File: src/rtl/glq_pkg.sv
// Package for the glyph quad layout block: types, codes and shared arithmetic.
`timescale 1ns / 1ps
package glq_pkg;

  localparam int PosW    = 24;
  localparam int TexW    = 17;
  localparam int OffW    = 20;
  localparam int SizeW   = 17;
  localparam int CfgIdxW = 3;
  localparam int CfgW    = 24;
  localparam int FifoAw  = 2;

  localparam logic [7:0] CH_NL  = 8'd10;
  localparam logic [7:0] CH_TAB = 8'd9;
  localparam logic [7:0] CH_NUL = 8'd0;

  localparam logic [CfgIdxW-1:0] REG_ORIGIN_X    = 3'd0;
  localparam logic [CfgIdxW-1:0] REG_ORIGIN_Y    = 3'd1;
  localparam logic [CfgIdxW-1:0] REG_SCALE       = 3'd2;
  localparam logic [CfgIdxW-1:0] REG_FONT_SIZE   = 3'd3;
  localparam logic [CfgIdxW-1:0] REG_INV_WIDTH   = 3'd4;
  localparam logic [CfgIdxW-1:0] REG_INV_HEIGHT  = 3'd5;

  localparam logic [2:0] VERT_FIRST = 3'd0;
  localparam logic [2:0] VERT_LAST  = 3'd5;

  // corner selects per vertex, bit k for vertex k
  localparam logic [5:0] SELX = 6'b110100;
  localparam logic [5:0] SELY = 6'b010110;

  localparam logic signed [27:0] SAT_HI = 28'sd8388607;
  localparam logic signed [27:0] SAT_LO = -28'sd8388608;

  typedef struct packed {
    logic signed [PosW-1:0] origin_x;
    logic signed [PosW-1:0] origin_y;
    logic [15:0]            scale_factor;
    logic [7:0]             font_size;
    logic [23:0]            inv_atlas_width;
    logic [23:0]            inv_atlas_height;
  } glq_cfg_t;

  typedef struct packed {
    logic signed [PosW-1:0] pen_x;
    logic signed [PosW-1:0] pen_y;
    logic signed [OffW-1:0] off_x;
    logic signed [OffW-1:0] off_y;
    logic [SizeW-1:0]       size_w;
    logic [SizeW-1:0]       size_h;
    logic [11:0]            atlas_x;
    logic [11:0]            atlas_y;
    logic [7:0]             glyph_width;
    logic [7:0]             glyph_height;
    logic                   final_char;
  } glq_char_t;

  // pixels times Q4.12 scale, rounded half up to Q.4
  function automatic logic signed [OffW-1:0] scaled(input logic signed [10:0] pix,
                                                    input logic [15:0] s);
    logic signed [27:0] t;
    t = $signed({{17{pix[10]}}, pix}) * $signed({12'd0, s});
    t = t + 28'sd128;
    return t[27:8];
  endfunction

  function automatic logic signed [PosW-1:0] sat24(input logic signed [27:0] v);
    logic signed [PosW-1:0] r;
    if (v > SAT_HI) begin
      r = 24'sh7FFFFF;
    end else if (v < SAT_LO) begin
      r = 24'sh800000;
    end else begin
      r = v[23:0];
    end
    return r;
  endfunction

  function automatic logic [TexW-1:0] texc(input logic [12:0] coord, input logic [23:0] inv);
    logic [36:0] p;
    logic [TexW-1:0] r;
    p = {24'd0, coord} * {13'd0, inv};
    p = p + 37'd128;
    if (p[36:8] > 29'd65536) begin
      r = 17'd65536;
    end else begin
      r = p[24:8];
    end
    return r;
  endfunction

endpackage

File: src/rtl/glq_fifo.sv
// Four-entry queue of classified characters between front and back.
`timescale 1ns / 1ps
module glq_fifo (
  input  logic                clk,
  input  logic                rst_n,
  input  logic                push,
  input  glq_pkg::glq_char_t  push_data,
  input  logic                pop,
  output glq_pkg::glq_char_t  pop_data,
  output logic                full,
  output logic                empty
);

  localparam int Depth = 1 << glq_pkg::FifoAw;

  glq_pkg::glq_char_t mem [Depth];
  logic [glq_pkg::FifoAw-1:0] wr_ptr_r, rd_ptr_r;
  logic [glq_pkg::FifoAw:0]   count_r;

  assign full     = (count_r == (glq_pkg::FifoAw+1)'(Depth));
  assign empty    = (count_r == '0);
  assign pop_data = mem[rd_ptr_r];

  always_ff @(posedge clk) begin
    if (push) begin
      mem[wr_ptr_r] <= push_data;
    end
  end

  always_ff @(posedge clk) begin
    if (!rst_n) begin
      wr_ptr_r <= '0;
      rd_ptr_r <= '0;
      count_r  <= '0;
    end else begin
      if (push) wr_ptr_r <= wr_ptr_r + 1'b1;
      if (pop)  rd_ptr_r <= rd_ptr_r + 1'b1;
      if (push && !pop) begin
        count_r <= count_r + 1'b1;
      end else if (pop && !push) begin
        count_r <= count_r - 1'b1;
      end
    end
  end

endmodule

File: config.mk
export PLATFORM = sky130hd
export DESIGN_NAME = glq_fifo
export DESIGN_NICKNAME = d
export VERILOG_FILES = /design/src/rtl/glq_pkg.sv /design/src/rtl/glq_fifo.sv
export SDC_FILE = /design/constraint.sdc
export NUM_CORES = 1
export LEC_CHECK = 0
export BUFFER_PORTS_ARGS = -buffer_cell sky130_fd_sc_hd__buf_2
export CORE_MARGIN = 5
export CORE_UTILIZATION = 41
export DETAILED_ROUTE_END_ITERATION = 12
export PLACE_DENSITY_LB_ADDON = 0.12
export SYNTH_ARGS = -nofsm -noshare
export SYNTH_HDL_FRONTEND = slang
export SYNTH_SLANG_ARGS = --single-unit
File: constraint.sdc
create_clock -name clk -period 15.2 [get_ports clk]
set_input_delay 1.52 -clock clk [delete_from_list [all_inputs] [get_ports clk]]
set_output_delay 1.52 -clock clk [all_outputs]
set_load 0.01 [all_outputs]
==> results.toml <==
[run_status]
outcome = "finished clean"

[pwr]
total_power_mw = 4.13
power_per_cell_area_nw_per_um2 = 144
power_leakage_nw = 9.57
peakVddDrop_uv = 95.1

[grt]
grt_pass1_vias = 11500
grt_pass1_wl_um = 74200
grt_max_degree = 100
track_usage_pct = 15.4
grt_remaining_overflow = 0
antenna_found_initial = 9

[sta]
period_share_pct = 30.6
setup_viol_count_final = 0
min_period_ns = 4.65
fin_skew_ns = 0.0200
rsz0062_at_grt = "no"
tightest_slew_ns = 1.21
fmax_mhz = 215
hold_violations = 0
drv_slew = 0
whs_ns = 0.505
relSlewSlack_pct = 19.5
setup_tns_ns = 0

[clocking]
cts_setup_buffers = 0
numCtsBuffers = 72
clkTransAtPathRegs_ns = 0.06
cts_hold_buffers = 0
cts-root-buf = "clkbuf_16"
cts_resized = 0
htreeDepth = 3
cts_tree = "yes"
cts_num_sinks = 661
clockBufferDepth = 3
insertion_delay_ns = 0.59

[placement]
dp.cells = 1966
port_buffers = 331
place_congestion = 0.685
dpl.hpwl_um = 28900

[layout]
final_util_pct = 49.6
final_common_cell = "edfxtp_1"
multiInputGateArea_um2 = 3930
fillers = 4695
fin_cells = 2103
final_cell_mix = "652 x edfxtp_1, 331 x buf_2, 163 x mux4_2"
final_nets = 1448
drive_gt1_share_pct = 46.0
regArea_um2 = 19800
area_growth_pct = 19.9

[yosys]
seq_area_frac_synth_pct = 82.6
synth-seq-cells = 661
yosysUniqueCellTypes = 22
ys_top_cells_by_area = "edfxtp_1 82%, mux4_2 15%, dfxtp_1 0.75%"
yosys_warnings = 0
synth_top_cell_by_area = "edfxtp_1"
synth_top_area_share_pct = 81.8
synthCells = 894
syn_avg_cell_area_um2 = 26.8
synth_area_um2 = 23900
syn_nets = 1067

[critical_path]
crit_type = "reg2out"
worstSetupEndpoint = "pop_data[74]"
cp_slowest_stage_delay_ns = 0.76
r2r_start = "wr_ptr_r[0]$_SDFFE_PN0P_"
end_kind = "primary output"
worstPathCellList = "buf_12 -> mux4_2 -> buf_2"
crit_path_max_fanout = 99
slowest_stage = "dfxtp_4"
cp.required_ns = 13.68
r2r-end = "mem[2][4]$_DFFE_PP_"
arrival_ns = 3.13
r2r_cells = 4
rrSetupSlack_ns = 12.57
start_kind = "register"

[worst_hold_path]
min_path_cells = 2
hp-class = "reg2reg"

[die]
die_area_um2 = 63300
start_util_pct = 41.4
io_pins = 332
die_y_um = 252
die_w_um = 252
placementRows = 88
fp.coreArea_um2 = 57800

[flow_run]
max_cap_viol_count = 0

[drt]
ant_nets = 0
wl_per_cell_um = 23.4
routed_wirelength_um = 49300
viasPerCell = 5.10
drt_iter0_markers = 559
drc = 0
num_vias = 10700
drt-pass1-iter-count = 7
-- cells in the mapped netlist, drive strengths merged --
master,number
a21boi,1
and2,9
buf,33
clkbuf,3
dfxtp,9
edfxtp,652
fa,1
ha,5
inv,4
mux2i,2
mux4,163
nand2,1
nor2b,2
nor3,1
nor3b,1
o21ai,1
or3,1
xnor2,2
xor2,3
-- cell families after synthesis --
family	Yosys count	synth area share (%)
adder cells (fa/ha/maj)	6	0.345
multiplexers	165	15.4
AO/OA/AOI/OAI	2	0.0523
XOR/XNOR	5	0.183
AND/OR/NAND/NOR	15	0.382
buffers and inverters	40	1.04
flip-flops	661	82.6
-- critical path: cells and delay by family, from the launching register on --
family	cells	cell delay [ns]
buffers and inverters	2	0.66
DFF	1	0.76
muxes	1	0.62
-- sequential cells by signal (all words and copies together) (netlist names), named ones only --
| name | flops |
|---|---|
| mem | 652 |
| count_r | 3 |
| rd_ptr_r | 2 |
| wr_ptr_r | 2 |
-- routing by layer --
metal	track usage [%]	up-vias	wire length, um
met2	24.7	284	24200
met5	0	-	78
met4	3.71	12	893
li1	-	4653	-
met3	5.36	72	3560
met1	20.7	5700	20600
-- per-stage QoR --
step	instance area, um2	setup WS, ns
finish	28700	10.55
global route	28700	10.26
CTS	28700	10.48
detailed placement	26400	11.14
global placement	26400	11.17
floorplan	23900	9.43
-- final cells by class --
type / count / share of cell area, %
Tap cell: 765 / 3.34
Inverter: 4 / 0.0523
Clock inverter: 40 / 1.07
Antenna cell: 7 / 0.0611
Timing Repair Buffer: 343 / 6.13
Clock buffer: 90 / 6.74
Multi-Input combinational cell: 193 / 13.7
Sequential cell: 661 / 68.9
-- power by group --
group	internal, mW	total [mW]	switching [mW]
Clock	0.970	1.64	0.666
Combinational	0.166	0.371	0.205
Sequential	2.10	2.12	0.0276
-- worst min-delay path by stage --
stage	startpoint	to	slack [ns]
finish	count_r[2]$_SDFFE_PN0P_	count_r[2]$_SDFFE_PN0P_	0.51
global route	count_r[2]$_SDFFE_PN0P_	count_r[2]$_SDFFE_PN0P_	0.56
CTS	count_r[2]$_SDFFE_PN0P_	count_r[2]$_SDFFE_PN0P_	0.51
detailed placement	count_r[2]$_SDFFE_PN0P_	count_r[2]$_SDFFE_PN0P_	0.50
global placement	count_r[2]$_SDFFE_PN0P_	count_r[2]$_SDFFE_PN0P_	0.49
floorplan	count_r[2]$_SDFFE_PN0P_	count_r[2]$_SDFFE_PN0P_	0.47
No activity file was read; power rests on OpenSTA's default activity.
