===== src/rtl/glq_pkg.sv =====
// Package for the glyph quad layout block: types, codes and shared arithmetic.
`timescale 1ns / 1ps
package glq_pkg;

  localparam int PosW    = 24;
  localparam int TexW    = 17;
  localparam int OffW    = 20;
  localparam int SizeW   = 17;
  localparam int CfgIdxW = 3;
  localparam int CfgW    = 24;
  localparam int FifoAw  = 2;

  localparam logic [7:0] CH_NL  = 8'd10;
  localparam logic [7:0] CH_TAB = 8'd9;
  localparam logic [7:0] CH_NUL = 8'd0;

  localparam logic [CfgIdxW-1:0] REG_ORIGIN_X    = 3'd0;
  localparam logic [CfgIdxW-1:0] REG_ORIGIN_Y    = 3'd1;
  localparam logic [CfgIdxW-1:0] REG_SCALE       = 3'd2;
  localparam logic [CfgIdxW-1:0] REG_FONT_SIZE   = 3'd3;
  localparam logic [CfgIdxW-1:0] REG_INV_WIDTH   = 3'd4;
  localparam logic [CfgIdxW-1:0] REG_INV_HEIGHT  = 3'd5;

  localparam logic [2:0] VERT_FIRST = 3'd0;
  localparam logic [2:0] VERT_LAST  = 3'd5;

  // corner selects per vertex, bit k for vertex k
  localparam logic [5:0] SELX = 6'b110100;
  localparam logic [5:0] SELY = 6'b010110;

  localparam logic signed [27:0] SAT_HI = 28'sd8388607;
  localparam logic signed [27:0] SAT_LO = -28'sd8388608;

  typedef struct packed {
    logic signed [PosW-1:0] origin_x;
    logic signed [PosW-1:0] origin_y;
    logic [15:0]            scale_factor;
    logic [7:0]             font_size;
    logic [23:0]            inv_atlas_width;
    logic [23:0]            inv_atlas_height;
  } glq_cfg_t;

  typedef struct packed {
    logic signed [PosW-1:0] pen_x;
    logic signed [PosW-1:0] pen_y;
    logic signed [OffW-1:0] off_x;
    logic signed [OffW-1:0] off_y;
    logic [SizeW-1:0]       size_w;
    logic [SizeW-1:0]       size_h;
    logic [11:0]            atlas_x;
    logic [11:0]            atlas_y;
    logic [7:0]             glyph_width;
    logic [7:0]             glyph_height;
    logic                   final_char;
  } glq_char_t;

  // pixels times Q4.12 scale, rounded half up to Q.4
  function automatic logic signed [OffW-1:0] scaled(input logic signed [10:0] pix,
                                                    input logic [15:0] s);
    logic signed [27:0] t;
    t = $signed({{17{pix[10]}}, pix}) * $signed({12'd0, s});
    t = t + 28'sd128;
    return t[27:8];
  endfunction

  function automatic logic signed [PosW-1:0] sat24(input logic signed [27:0] v);
    logic signed [PosW-1:0] r;
    if (v > SAT_HI) begin
      r = 24'sh7FFFFF;
    end else if (v < SAT_LO) begin
      r = 24'sh800000;
    end else begin
      r = v[23:0];
    end
    return r;
  endfunction

  function automatic logic [TexW-1:0] texc(input logic [12:0] coord, input logic [23:0] inv);
    logic [36:0] p;
    logic [TexW-1:0] r;
    p = {24'd0, coord} * {13'd0, inv};
    p = p + 37'd128;
    if (p[36:8] > 29'd65536) begin
      r = 17'd65536;
    end else begin
      r = p[24:8];
    end
    return r;
  endfunction

endpackage


===== src/rtl/glq_back.sv =====
// Back end: builds the quad corners of a queued glyph and streams six vertices.
`timescale 1ns / 1ps
module glq_back (
  input  logic                             clk,
  input  logic                             rst_n,
  input  glq_pkg::glq_cfg_t                cfg,
  input  glq_pkg::glq_char_t               head,
  input  logic                             fifo_empty,
  output logic                             pop,
  output logic                             out_valid,
  input  logic                             out_stall,
  output logic signed [glq_pkg::PosW-1:0]  out_vert_x,
  output logic signed [glq_pkg::PosW-1:0]  out_vert_y,
  output logic [glq_pkg::TexW-1:0]         out_tex_u,
  output logic [glq_pkg::TexW-1:0]         out_tex_v,
  output logic [2:0]                       out_vertex_number,
  output logic                             out_last_vertex,
  output logic                             out_end_of_string
);

  logic                            quad_valid_r;
  logic [2:0]                      k_r;
  logic signed [glq_pkg::PosW-1:0] qx0_r, qx1_r, qy0_r, qy1_r;
  logic [glq_pkg::TexW-1:0]        qu0_r, qu1_r, qv0_r, qv1_r;
  logic                            qfinal_r;

  logic                            out_valid_r;
  logic signed [glq_pkg::PosW-1:0] vx_r, vy_r;
  logic [glq_pkg::TexW-1:0]        tu_r, tv_r;
  logic [2:0]                      vn_r;
  logic                            lv_r, eos_r;

  logic                            emit, quad_done, load, sx, sy;
  logic signed [27:0]              xa, xb, ya, yt;

  assign emit      = quad_valid_r && (!out_valid_r || !out_stall);
  assign quad_done = emit && (k_r == glq_pkg::VERT_LAST);
  assign load      = !fifo_empty && (!quad_valid_r || quad_done);
  assign pop       = load;
  assign sx        = glq_pkg::SELX[k_r];
  assign sy        = glq_pkg::SELY[k_r];

  always_comb begin
    xa = $signed({{4{head.pen_x[23]}}, head.pen_x}) +
         $signed({{8{head.off_x[19]}}, head.off_x});
    xb = xa + $signed({11'd0, head.size_w});
    ya = $signed({{4{head.pen_y[23]}}, head.pen_y}) +
         $signed({{8{head.off_y[19]}}, head.off_y});
    yt = ya - $signed({11'd0, head.size_h});
  end

  always_ff @(posedge clk) begin
    if (load) begin
      qx0_r    <= glq_pkg::sat24(xa);
      qx1_r    <= glq_pkg::sat24(xb);
      qy0_r    <= glq_pkg::sat24(yt);
      qy1_r    <= glq_pkg::sat24(ya);
      qu0_r    <= glq_pkg::texc({1'b0, head.atlas_x}, cfg.inv_atlas_width);
      qu1_r    <= glq_pkg::texc({1'b0, head.atlas_x} + {5'd0, head.glyph_width},
                                cfg.inv_atlas_width);
      qv0_r    <= glq_pkg::texc({1'b0, head.atlas_y}, cfg.inv_atlas_height);
      qv1_r    <= glq_pkg::texc({1'b0, head.atlas_y} + {5'd0, head.glyph_height},
                                cfg.inv_atlas_height);
      qfinal_r <= head.final_char;
    end
    if (emit) begin
      vx_r  <= sx ? qx1_r : qx0_r;
      vy_r  <= sy ? qy1_r : qy0_r;
      tu_r  <= sx ? qu1_r : qu0_r;
      tv_r  <= sy ? qv1_r : qv0_r;
      vn_r  <= k_r;
      lv_r  <= (k_r == glq_pkg::VERT_LAST);
      eos_r <= (k_r == glq_pkg::VERT_LAST) && qfinal_r;
    end
  end

  always_ff @(posedge clk) begin
    if (!rst_n) begin
      quad_valid_r <= 1'b0;
      k_r          <= glq_pkg::VERT_FIRST;
      out_valid_r  <= 1'b0;
    end else begin
      if (load) begin
        quad_valid_r <= 1'b1;
      end else if (quad_done) begin
        quad_valid_r <= 1'b0;
      end
      if (load || quad_done) begin
        k_r <= glq_pkg::VERT_FIRST;
      end else if (emit) begin
        k_r <= k_r + 1'b1;
      end
      if (emit) begin
        out_valid_r <= 1'b1;
      end else if (!out_stall) begin
        out_valid_r <= 1'b0;
      end
    end
  end

  assign out_valid         = out_valid_r;
  assign out_vert_x        = vx_r;
  assign out_vert_y        = vy_r;
  assign out_tex_u         = tu_r;
  assign out_tex_v         = tv_r;
  assign out_vertex_number = vn_r;
  assign out_last_vertex   = lv_r;
  assign out_end_of_string = eos_r;

endmodule


===== config.mk =====
export PLATFORM = sky130hd
export DESIGN_NAME = glq_back
export DESIGN_NICKNAME = d
export VERILOG_FILES = /design/src/rtl/glq_pkg.sv /design/src/rtl/glq_back.sv
export SDC_FILE = /design/constraint.sdc
export NUM_CORES = 2
export LEC_CHECK = 0
export ABC_AREA = 0
export ABC_CLOCK_PERIOD_IN_PS = 31000
export BUFFER_PORTS_ARGS = -buffer_cell sky130_fd_sc_hd__buf_2
export CORE_MARGIN = 2
export CORE_UTILIZATION = 29
export DETAILED_ROUTE_END_ITERATION = 16
export GPL_TIMING_DRIVEN = 0
export SYNTH_ARGS = -nofsm -noshare
export SYNTH_HDL_FRONTEND = slang
export SYNTH_SLANG_ARGS = --single-unit

===== constraint.sdc =====
create_clock -name clk -period 31 [get_ports clk]
set_input_delay 4.65 -clock clk [delete_from_list [all_inputs] [get_ports clk]]
set_output_delay 4.65 -clock clk [all_outputs]
set_load 0.03 [all_outputs]

==> results.cfg <==
[clock_network]
tritoncts = done
cts_hold_buf = 0
postCtsSetupBuffers = 0
cts_buffer_depth = 3
cts_resized = 0
clock-sinks = 259
worstSkewPairLatency_ps = 590
h-tree-depth = 1
root_buffer = clkbuf_16
numCtsBuffers = 31
clkSlewWorstSetupHoldPaths_ps = 60

[logic_synthesis]
synthDistinctLibCells = 86
synthMuxAreaShare_pct = 1.99
postSynthCellCount = 5868
synth-simple-area-share_pct = 16.7
syn-num-nets = 7586
yosysSeqAreaShare_pct = 14.3
synth_compound_area_share_pct = 8.86
yosys_warnings = 0
synth_adder_area_share_pct = 46.2
ys_ff_latch = 259
synth_area_um2 = 54000
avgSynthCellArea_um2 = 9.20
synth_xor_area_share_pct = 3.07
ys_async_sr_fraction_pct = 0
synth_edf_count = 252
synth_flop_cell = edfxtp_1
synth_top_family_by_area = adder cells

[cells_and_area]
drive_gt1_share_pct = 8.04
layout.nets = 7927
final_common_cell = inv_1
fin_cells = 8726
fillers = 19400
layout-area-overhead-vs-synth_pct = 11.1
most-common-layout-cells = inv_1 (969), nand2_1 (946), fa_1 (932), ha_1 (499), and2_1 (395)
design_area_um2 = 60000

[routing]
drc_errors = 0
initialDrtViolationCount = 3322
wl_per_cell_um = 19.2
viasPerCell = 4.91
drt_pass1_iterations = 6
wl_mm = 167
vias = 42800
drtAntennaViolNets = 0

[placement]
dp.cells = 8655
gp_congestion = 0.925
post-dp-hpwl_mm = 142
place_area_um2 = 58800
portBuffers = 297

[worst_setup_path]
crit_path_max_incr_delay_ps = 920
reg2regPathDepth = 7
cp.required_ps = 31300
crit_family = adder cells
start_kind = input pin
path_class = input pin to register
rrSetupSlack_ps = 28000
reg2reg_from = quad_valid_r
cp.buffers_inverters = 6
endpoint_kind = register
crit_top_cell = fa_1
cp_max_fo = 10
r2r_end = qv0_r[6]
cp_slowest_cell = a2111oi_2
critPathArrivalTime_ps = 16150
startpoint = head[18]

[sta]
final.setup.tns_ps = 0
finClkSkew_ps = 13.0
rsz0062_at_grt = no
tightest_slew_ps = 1400
period_needed_ps = 15850
setup_violations = 0
hold_viol = 0
fmax_ghz = 0.0631
period_share_pct = 51.1
finalMaxSlewViolations = 0
maxSlewHeadroom_pct = 5.17

[grt]
grt_max_degree = 31
grt_pass1_vias = 44500
grt_pass1_wl_mm = 262
grt_usage_pct = 17.6
overflow = 0
grt_antenna_before_repair = 18

[hold_path]
hold_class = register to register
whs_path_depth = 0
holdPathEnd = out_vertex_number[1]
min_from = k_r[1]

[floorplan]
dieArea_um2 = 190000
chipHeight_um = 435
initial_core_util_pct = 29.1
ios = 376
die_w_um = 435
rows = 158
core_area_um2 = 185000

[job]
drv_cap = 0

[outcome]
status = finished, final reports clean
-- state kept, by name (all words and copies together), names as in the netlist, 3 cells and up --
register	cells
out_vert_x	24
out_tex_v	17
qv1_r	17
qu1_r	17
qy0_r	24
out_tex_u	17
qy1_r	24
qx0_r	24
qv0_r	17
qu0_r	17
k_r	3
out_vert_y	24
qx1_r	24
out_vertex_number	3
-- logic make-up after synthesis --
| logic type | count (synthesis) |
|---|---|
| buffers and inverters | 1264 |
| AOI/OAI and AO/OA | 740 |
| and+or+nand+nor | 1883 |
| adders and majority gates | 1436 |
| muxes | 97 |
| xor gates and xnor gates | 189 |
| DFF | 259 |
-- synth_stat cells, types with 25 or more instances --
cell	count	area [um2]
nor4_1	47	294
and2_1	395	2470
inv_1	969	3640
edfxtp_1	252	7570
o21ai_0	159	796
nand2b_1	70	438
ha_1	499	6240
a31oi_1	28	175
nand4_1	45	282
and3_1	32	200
xor2_1	77	674
nor2b_1	34	213
clkbuf_1	269	1010
a21o_1	111	833
xnor2_1	112	981
nor3_1	47	235
o21bai_1	25	188
nand3_1	48	240
nor2_1	150	563
a21oi_1	215	1080
fa_1	932	18700
nand2_1	946	3550
mux2_2	83	935
-- worst register-to-register path, delay by kind of cell (launching register included) --
kind / cells / cell delay, ps
AOI/OAI and AO/OA: 2 / 1100
buffers and inverters: 4 / 1000
DFF: 1 / 430
and+or+nand+nor: 1 / 140
-- worst max-delay path by stage --
| stage | slack [ps] | endpoint | cells after the start |
|---|---|---|---|
| 2_1_floorplan | 8280 | pop | 3 |
| 3_3_place_gp | 80 | pop | 5 |
| 3_5_place_dp | 14800 | qv1_r[4] | 34 |
| 4_1_cts | 15390 | qv1_r[4] | 34 |
| 5_1_grt | 14510 | qv1_r[4] | 34 |
| 6_report | 15150 | qv1_r[4] | 34 |
-- through the flow --
step	util (%)	worst slack, ps	hold WS, ps
3_3_place_gp	31.6	81.9	483
3_5_place_dp	31.8	14800	500
5_1_grt	32.4	14510	532
2_1_floorplan	-	8280	455
6_report	32.4	15150	516
4_1_cts	32.4	15390	519
-- layout make-up --
class / instances / area [um2] / share of cell area, %
Buffer: 295 / 1140 / 1.90
Antenna cell: 12 / 30.0 / 0.0501
Clock buffer: 31 / 776 / 1.29
Tap cell: 2480 / 3100 / 5.17
Sequential cell: 259 / 7710 / 12.9
Clock inverter: 27 / 324 / 0.540
Multi-Input combinational cell: 4345 / 41500 / 69.3
Inverter: 969 / 3640 / 6.07
Timing Repair Buffer: 308 / 1710 / 2.86
-- per-layer routing --
metal,GRT usage [%],vias up,routed length (um)
met5,0,-,27
met4,5.27,4,5430
met3,2.90,258,12500
met2,29.0,1634,78400
met1,23.4,21500,71000
li1,-,19400,-
Power is left out: the tool's default activity adds up to more than one toggle a clock period on the data nets, which glitch-free logic cannot reach.
