`src/rtl/glq_pkg.sv`:
```
// Package for the glyph quad layout block: types, codes and shared arithmetic.
`timescale 1ns / 1ps
package glq_pkg;

  localparam int PosW    = 24;
  localparam int TexW    = 17;
  localparam int OffW    = 20;
  localparam int SizeW   = 17;
  localparam int CfgIdxW = 3;
  localparam int CfgW    = 24;
  localparam int FifoAw  = 2;

  localparam logic [7:0] CH_NL  = 8'd10;
  localparam logic [7:0] CH_TAB = 8'd9;
  localparam logic [7:0] CH_NUL = 8'd0;

  localparam logic [CfgIdxW-1:0] REG_ORIGIN_X    = 3'd0;
  localparam logic [CfgIdxW-1:0] REG_ORIGIN_Y    = 3'd1;
  localparam logic [CfgIdxW-1:0] REG_SCALE       = 3'd2;
  localparam logic [CfgIdxW-1:0] REG_FONT_SIZE   = 3'd3;
  localparam logic [CfgIdxW-1:0] REG_INV_WIDTH   = 3'd4;
  localparam logic [CfgIdxW-1:0] REG_INV_HEIGHT  = 3'd5;

  localparam logic [2:0] VERT_FIRST = 3'd0;
  localparam logic [2:0] VERT_LAST  = 3'd5;

  // corner selects per vertex, bit k for vertex k
  localparam logic [5:0] SELX = 6'b110100;
  localparam logic [5:0] SELY = 6'b010110;

  localparam logic signed [27:0] SAT_HI = 28'sd8388607;
  localparam logic signed [27:0] SAT_LO = -28'sd8388608;

  typedef struct packed {
    logic signed [PosW-1:0] origin_x;
    logic signed [PosW-1:0] origin_y;
    logic [15:0]            scale_factor;
    logic [7:0]             font_size;
    logic [23:0]            inv_atlas_width;
    logic [23:0]            inv_atlas_height;
  } glq_cfg_t;

  typedef struct packed {
    logic signed [PosW-1:0] pen_x;
    logic signed [PosW-1:0] pen_y;
    logic signed [OffW-1:0] off_x;
    logic signed [OffW-1:0] off_y;
    logic [SizeW-1:0]       size_w;
    logic [SizeW-1:0]       size_h;
    logic [11:0]            atlas_x;
    logic [11:0]            atlas_y;
    logic [7:0]             glyph_width;
    logic [7:0]             glyph_height;
    logic                   final_char;
  } glq_char_t;

  // pixels times Q4.12 scale, rounded half up to Q.4
  function automatic logic signed [OffW-1:0] scaled(input logic signed [10:0] pix,
                                                    input logic [15:0] s);
    logic signed [27:0] t;
    t = $signed({{17{pix[10]}}, pix}) * $signed({12'd0, s});
    t = t + 28'sd128;
    return t[27:8];
  endfunction

  function automatic logic signed [PosW-1:0] sat24(input logic signed [27:0] v);
    logic signed [PosW-1:0] r;
    if (v > SAT_HI) begin
      r = 24'sh7FFFFF;
    end else if (v < SAT_LO) begin
      r = 24'sh800000;
    end else begin
      r = v[23:0];
    end
    return r;
  endfunction

  function automatic logic [TexW-1:0] texc(input logic [12:0] coord, input logic [23:0] inv);
    logic [36:0] p;
    logic [TexW-1:0] r;
    p = {24'd0, coord} * {13'd0, inv};
    p = p + 37'd128;
    if (p[36:8] > 29'd65536) begin
      r = 17'd65536;
    end else begin
      r = p[24:8];
    end
    return r;
  endfunction

endpackage

```
`src/rtl/glq_front.sv`:
```
// Front end: takes characters, keeps the pen state and queues printable glyphs.
`timescale 1ns / 1ps
module glq_front (
  input  logic                clk,
  input  logic                rst_n,
  input  glq_pkg::glq_cfg_t   cfg,
  input  logic                in_valid,
  output logic                in_stall,
  input  logic [7:0]          in_char_code,
  input  logic [7:0]          in_glyph_width,
  input  logic [7:0]          in_glyph_height,
  input  logic signed [7:0]   in_bearing_left,
  input  logic signed [7:0]   in_bearing_top,
  input  logic [11:0]         in_atlas_x,
  input  logic [11:0]         in_atlas_y,
  input  logic [15:0]         in_advance_units,
  input  logic                in_first_char,
  input  logic                in_final_char,
  output logic                push,
  output glq_pkg::glq_char_t  push_data,
  input  logic                fifo_full
);

  logic signed [glq_pkg::PosW-1:0]  pen_x_r, pen_x_nxt, pen_y_r, pen_y_nxt;
  logic [glq_pkg::SizeW-1:0]        lmh_r, lmh_nxt;
  logic [7:0]                       pla_r, pla_nxt;

  logic signed [glq_pkg::PosW-1:0]  pen_x_b, pen_y_b;
  logic [glq_pkg::SizeW-1:0]        lmh_b;
  logic [7:0]                       pla_b;
  logic signed [27:0]               fs16, pla16;
  logic                             is_nl, is_tab, is_nul, take;
  logic signed [10:0]               adv_pix, off_y_pix;
  logic signed [glq_pkg::OffW-1:0]  adv_s, off_x, off_y, size_w, size_h;
  logic signed [glq_pkg::PosW-1:0]  pen_x_adv;

  assign in_stall = fifo_full;
  assign take     = in_valid && !in_stall;

  always_comb begin
    is_nl  = (in_char_code == glq_pkg::CH_NL);
    is_tab = (in_char_code == glq_pkg::CH_TAB);
    is_nul = (in_char_code == glq_pkg::CH_NUL);

    fs16  = $signed({16'd0, cfg.font_size, 4'd0});

    pen_x_b = in_first_char ? cfg.origin_x : pen_x_r;
    pen_y_b = in_first_char
              ? glq_pkg::sat24($signed({{4{cfg.origin_y[23]}}, cfg.origin_y}) + fs16)
              : pen_y_r;
    lmh_b   = in_first_char ? '0 : lmh_r;
    pla_b   = in_first_char ? '0 : pla_r;

    pla16 = $signed({16'd0, pla_b, 4'd0});

    adv_pix   = is_tab ? $signed({2'b00, in_glyph_width, 1'b0})
                       : $signed({1'b0, in_advance_units[15:6]});
    off_y_pix = $signed({3'b000, in_glyph_height}) -
                $signed({{3{in_bearing_top[7]}}, in_bearing_top});

    adv_s  = glq_pkg::scaled(adv_pix, cfg.scale_factor);
    off_x  = glq_pkg::scaled($signed({{3{in_bearing_left[7]}}, in_bearing_left}),
                             cfg.scale_factor);
    off_y  = glq_pkg::scaled(off_y_pix, cfg.scale_factor);
    size_w = glq_pkg::scaled($signed({3'b000, in_glyph_width}), cfg.scale_factor);
    size_h = glq_pkg::scaled($signed({3'b000, in_glyph_height}), cfg.scale_factor);

    pen_x_adv = glq_pkg::sat24($signed({{4{pen_x_b[23]}}, pen_x_b}) +
                               $signed({{8{adv_s[19]}}, adv_s}));

    pen_x_nxt = pen_x_b;
    pen_y_nxt = pen_y_b;
    lmh_nxt   = lmh_b;
    pla_nxt   = pla_b;
    priority if (is_nl) begin
      pen_x_nxt = cfg.origin_x;
      lmh_nxt   = '0;
      if (lmh_b != '0) begin
        pen_y_nxt = glq_pkg::sat24($signed({{4{pen_y_b[23]}}, pen_y_b}) + fs16);
        pla_nxt   = cfg.font_size;
      end else begin
        pen_y_nxt = glq_pkg::sat24($signed({{4{pen_y_b[23]}}, pen_y_b}) + pla16);
      end
    end else if (is_tab) begin
      pen_x_nxt = pen_x_adv;
    end else if (is_nul) begin
      pen_x_nxt = pen_x_b;
    end else begin
      pen_x_nxt = pen_x_adv;
      if (size_h[glq_pkg::SizeW-1:0] > lmh_b) lmh_nxt = size_h[glq_pkg::SizeW-1:0];
    end

    push = take && !is_nl && !is_tab && !is_nul;

    push_data.pen_x        = pen_x_b;
    push_data.pen_y        = pen_y_b;
    push_data.off_x        = off_x;
    push_data.off_y        = off_y;
    push_data.size_w       = size_w[glq_pkg::SizeW-1:0];
    push_data.size_h       = size_h[glq_pkg::SizeW-1:0];
    push_data.atlas_x      = in_atlas_x;
    push_data.atlas_y      = in_atlas_y;
    push_data.glyph_width  = in_glyph_width;
    push_data.glyph_height = in_glyph_height;
    push_data.final_char   = in_final_char;
  end

  always_ff @(posedge clk) begin
    if (!rst_n) begin
      pen_x_r <= '0;
      pen_y_r <= '0;
      lmh_r   <= '0;
      pla_r   <= '0;
    end else if (take) begin
      pen_x_r <= pen_x_nxt;
      pen_y_r <= pen_y_nxt;
      lmh_r   <= lmh_nxt;
      pla_r   <= pla_nxt;
    end
  end

endmodule

```
`config.mk`:
```
export PLATFORM = sky130hd
export DESIGN_NAME = glq_front
export DESIGN_NICKNAME = d
export VERILOG_FILES = /design/src/rtl/glq_pkg.sv /design/src/rtl/glq_front.sv
export SDC_FILE = /design/constraint.sdc
export NUM_CORES = 2
export LEC_CHECK = 0
export BUFFER_PORTS_ARGS = -buffer_cell sky130_fd_sc_hd__buf_2
export CORE_UTILIZATION = 42
export CTS_BUF_LIST = sky130_fd_sc_hd__clkbuf_4
export DETAILED_ROUTE_END_ITERATION = 10
export PLACE_DENSITY = 0.59
export SYNTH_ARGS = -nofsm -noshare
export SYNTH_HDL_FRONTEND = slang
export SYNTH_SLANG_ARGS = --single-unit
```
`constraint.sdc`:
```
create_clock -name clk -period 14.7 [get_ports clk]
set_input_delay 2.205 -clock clk [delete_from_list [all_inputs] [get_ports clk]]
set_output_delay 2.205 -clock clk [all_outputs]
set_load 0.01 [all_outputs]
```
==> results.cfg <==
[synth]
synth_cells = 3707
synth_warnings = 0
ys_seq_area_share_pct = 4.790
syn_area_per_cell_um2 = 8.231
yosys_register_bits = 73
synthesis.area_um2 = 30510
async_reset_ff_share_pct = 0
synth.distinct_cells = 95
syn_nets = 4798
synthFlopType = dfxtp_1
synth-edff-count = 0

[clocking]
clkSlewWorstSetupHoldPaths_ps = 140
cts_root_buf = clkbuf_4
cts_tree = done
ctsHoldBuffers = 0
clk_latency_ps = 460
cts_buffers = 9
clkSinkCount = 73
cts_resized = 0
cts_max_level = 3
post_cts.repair.setup_buffers = 0
clockBufferDepth = 2

[route]
finalWirelength_mm = 81.08
drtPass1Iterations = 5
wl_per_cell_um = 17.02
vias = 25260
viasPerCell = 5.303
post-route-drc-count = 0
postRouteAntennaNets = 0
drtIter0Drc = 1179

[sta]
relSlewSlack_pct = 21.54
fin_crit_ps = 12500
rsz0062_at_grt = false
fmax_mhz = 80.01
slew_viol_final = 0
setup_viol_count_final = 0
skew_ps = 21.74
finalHoldViolCount = 0
timing.final.ws_setup_ps = 2201
post-route-period-util_pct = 85.03
tightest_slew_ps = 1167
fin_tns_setup_ps = 0

[pwr]
max-vdd-ir-drop_mv = 0.4029
seqPwrFrac_pct = 3.4
power_frac_clock_pct = 2.3
sw_frac_of_total_pct = 54.45
p_leak_nw = 16.61
intPower_mw = 3.485
power.switching_mw = 4.166
pwr-share-comb_pct = 94.3
powerDensity_nw_per_um2 = 235.0

[worst_hold_path]
hp-start = pen_y_r[23]
holdCritPathClass = reg -> reg
hold-path-cell-count = 2
whs_endpoint = pen_y_r[23]

[die]
core-area_um2 = 71730
rows = 98
io_pins = 371
die_y_um = 271.5
start_util_pct = 42.53
die-area_um2 = 73730
die_w_um = 271.5

[cells_and_area]
fillers = 7314
area_growth_pct = 6.705
multi_input_area_um2 = 25730
final_common_cell = inv_1
mostFrequentLayoutCells = 625 x inv_1, 477 x fa_1, 430 x nand2_1
final_area_um2 = 32560
final_nets = 4893
drive_gt1_share_pct = 10.45
regArea_um2 = 1461

[place]
io_buffers = 266
pre_cts_slack_ps = 2173
dp_hpwl_mm = 61.76
gp_congestion = 0.8638
placed_area_um2 = 32350

[worst_setup_path]
startpoint_type = primary input
arrival_ps = 10290
timing.rr.start = pen_x_r[1]
crit_path_max_incr_delay_ps = 510
path_class = in -> out
cpLargestDelayFamily = adder cells
critPathCaptureType = primary output
r2r_end = pen_x_r[7]
cp_max_fo = 17
critPathRequiredTime_ps = 12490
cpMaxStageDelayCell = fa_1
path_buf_inv = 9
rr_worst_depth = 14
regToRegSetupSlack_ps = 10530

[flow_run]
max-cap-violations = 0

[grt]
antenna_found_initial = 8
grt_pass1_vias = 25920
grt_pass1_wl_mm = 134.8
overflow = 0
grt_max_degree = 52
track_usage_pct = 22.43

[run_status]
status = completed
-- worst max-delay path by stage --
stage | startpoint | endpoint | slack (ps) | cells past startpoint
after global placement | in_glyph_height[0] | push_data[94] | 2230 | 37
after detailed placement | in_glyph_height[0] | push_data[94] | 2170 | 36
after global routing | in_glyph_height[0] | push_data[94] | 1550 | 38
final | in_glyph_height[0] | push_data[94] | 2200 | 37
after floorplan | in_glyph_height[0] | push_data[94] | 2990 | 36
after CTS | in_glyph_height[0] | push_data[94] | 2170 | 36
-- registers in the layout, summed over array words and instances (netlist names) --
signal and flops:
pen_y_r 24, pen_x_r 24, lmh_r 17, pla_r 8
-- final cells by class --
cell class              instances  share of cell area (%)
clock buffers                  11                  0.2537
multi-input cells            2787                   79.04
clock inverters                 5                  0.3190
inverters                     626                   7.218
flip-flops and latches         73                   4.489
well taps                     950                   3.651
diodes                          6                 0.04612
repair buffers                305                   4.988
-- through the flow --
step,power [mW],instances,utilization [%],hold WS [ps]
2_1_floorplan,5.505,3707,-,436.3
3_3_place_gp,7.511,4741,45.11,453.9
3_5_place_dp,7.531,4741,45.11,453.7
4_1_cts,7.763,4757,45.37,471.3
5_1_grt,8.675,4761,45.38,490.1
6_report,7.651,4763,45.39,472.0
-- power groups by stage --
stage	registers (mW)	clock network, mW	logic [mW]
floorplan	0.260	0	5.24
global placement	0.267	0	7.24
detailed placement	0.267	0	7.26
CTS	0.263	0.179	7.32
global route	0.269	0.186	8.22
finish	0.263	0.174	7.21
-- kinds of logic (layout without fill, tap and decap cells) --
| group | Yosys count | after routing | synth area share [%] |
|---|---|---|---|
| and+or+nand+nor | 1245 | 1245 | 20.50 |
| adders and majority gates | 885 | 885 | 48.03 |
| buffers and inverters | 847 | 947 | 11.01 |
| AOI/OAI and AO/OA | 517 | 517 | 11.44 |
| xor gates and xnor gates | 111 | 111 | 3.186 |
| DFF | 73 | 73 | 4.790 |
| muxes | 29 | 29 | 1.046 |
| other | 0 | 6 | 0 |
-- cell usage after synthesis, types with 27 or more instances --
cell,instances,share of area (%)
inv_1,625,7.7
fa_1,477,31
nand2_1,430,5.3
ha_1,408,17
and2_1,336,6.9
nor2_1,185,2.3
clkbuf_1,164,2.0
a21oi_1,131,2.1
o21ai_0,93,1.5
dfxtp_1,73,4.8
xnor2_1,70,2.0
nor2b_1,49,1.0
nor3_1,49,0.80
and3_1,48,0.98
buf_4,44,1.1
xor2_1,41,1.2
a21o_1,39,0.96
o21a_1,39,0.96
nand3_1,28,0.46
nand2b_1,27,0.55
-- worst reg2reg max path, cell delays in order, from the launching register on --
cell	delay, ps
dfxtp_1	330
mux2i_1	320
inv_1	110
ha_1	290
a21o_1	100
a21o_1	150
a2111oi_0	120
o21ai_1	340
nand4_1	180
o2bb2ai_1	210
o311a_1	470
nor4_2	760
nor3_1	220
a222oi_1	350
a21oi_1	110
-- metal layers --
metal / part of all wire [%] / up-vias / global-route usage (%)
li1: - / 12010 / -
met1: 43 / 12610 / 29.10
met2: 50 / 534 / 39.84
met3: 4.7 / 100 / 2.415
met4: 2.0 / 4 / 5.160
met5: 0.021 / - / 0
Note: power is estimated with default switching activity, not from simulation.
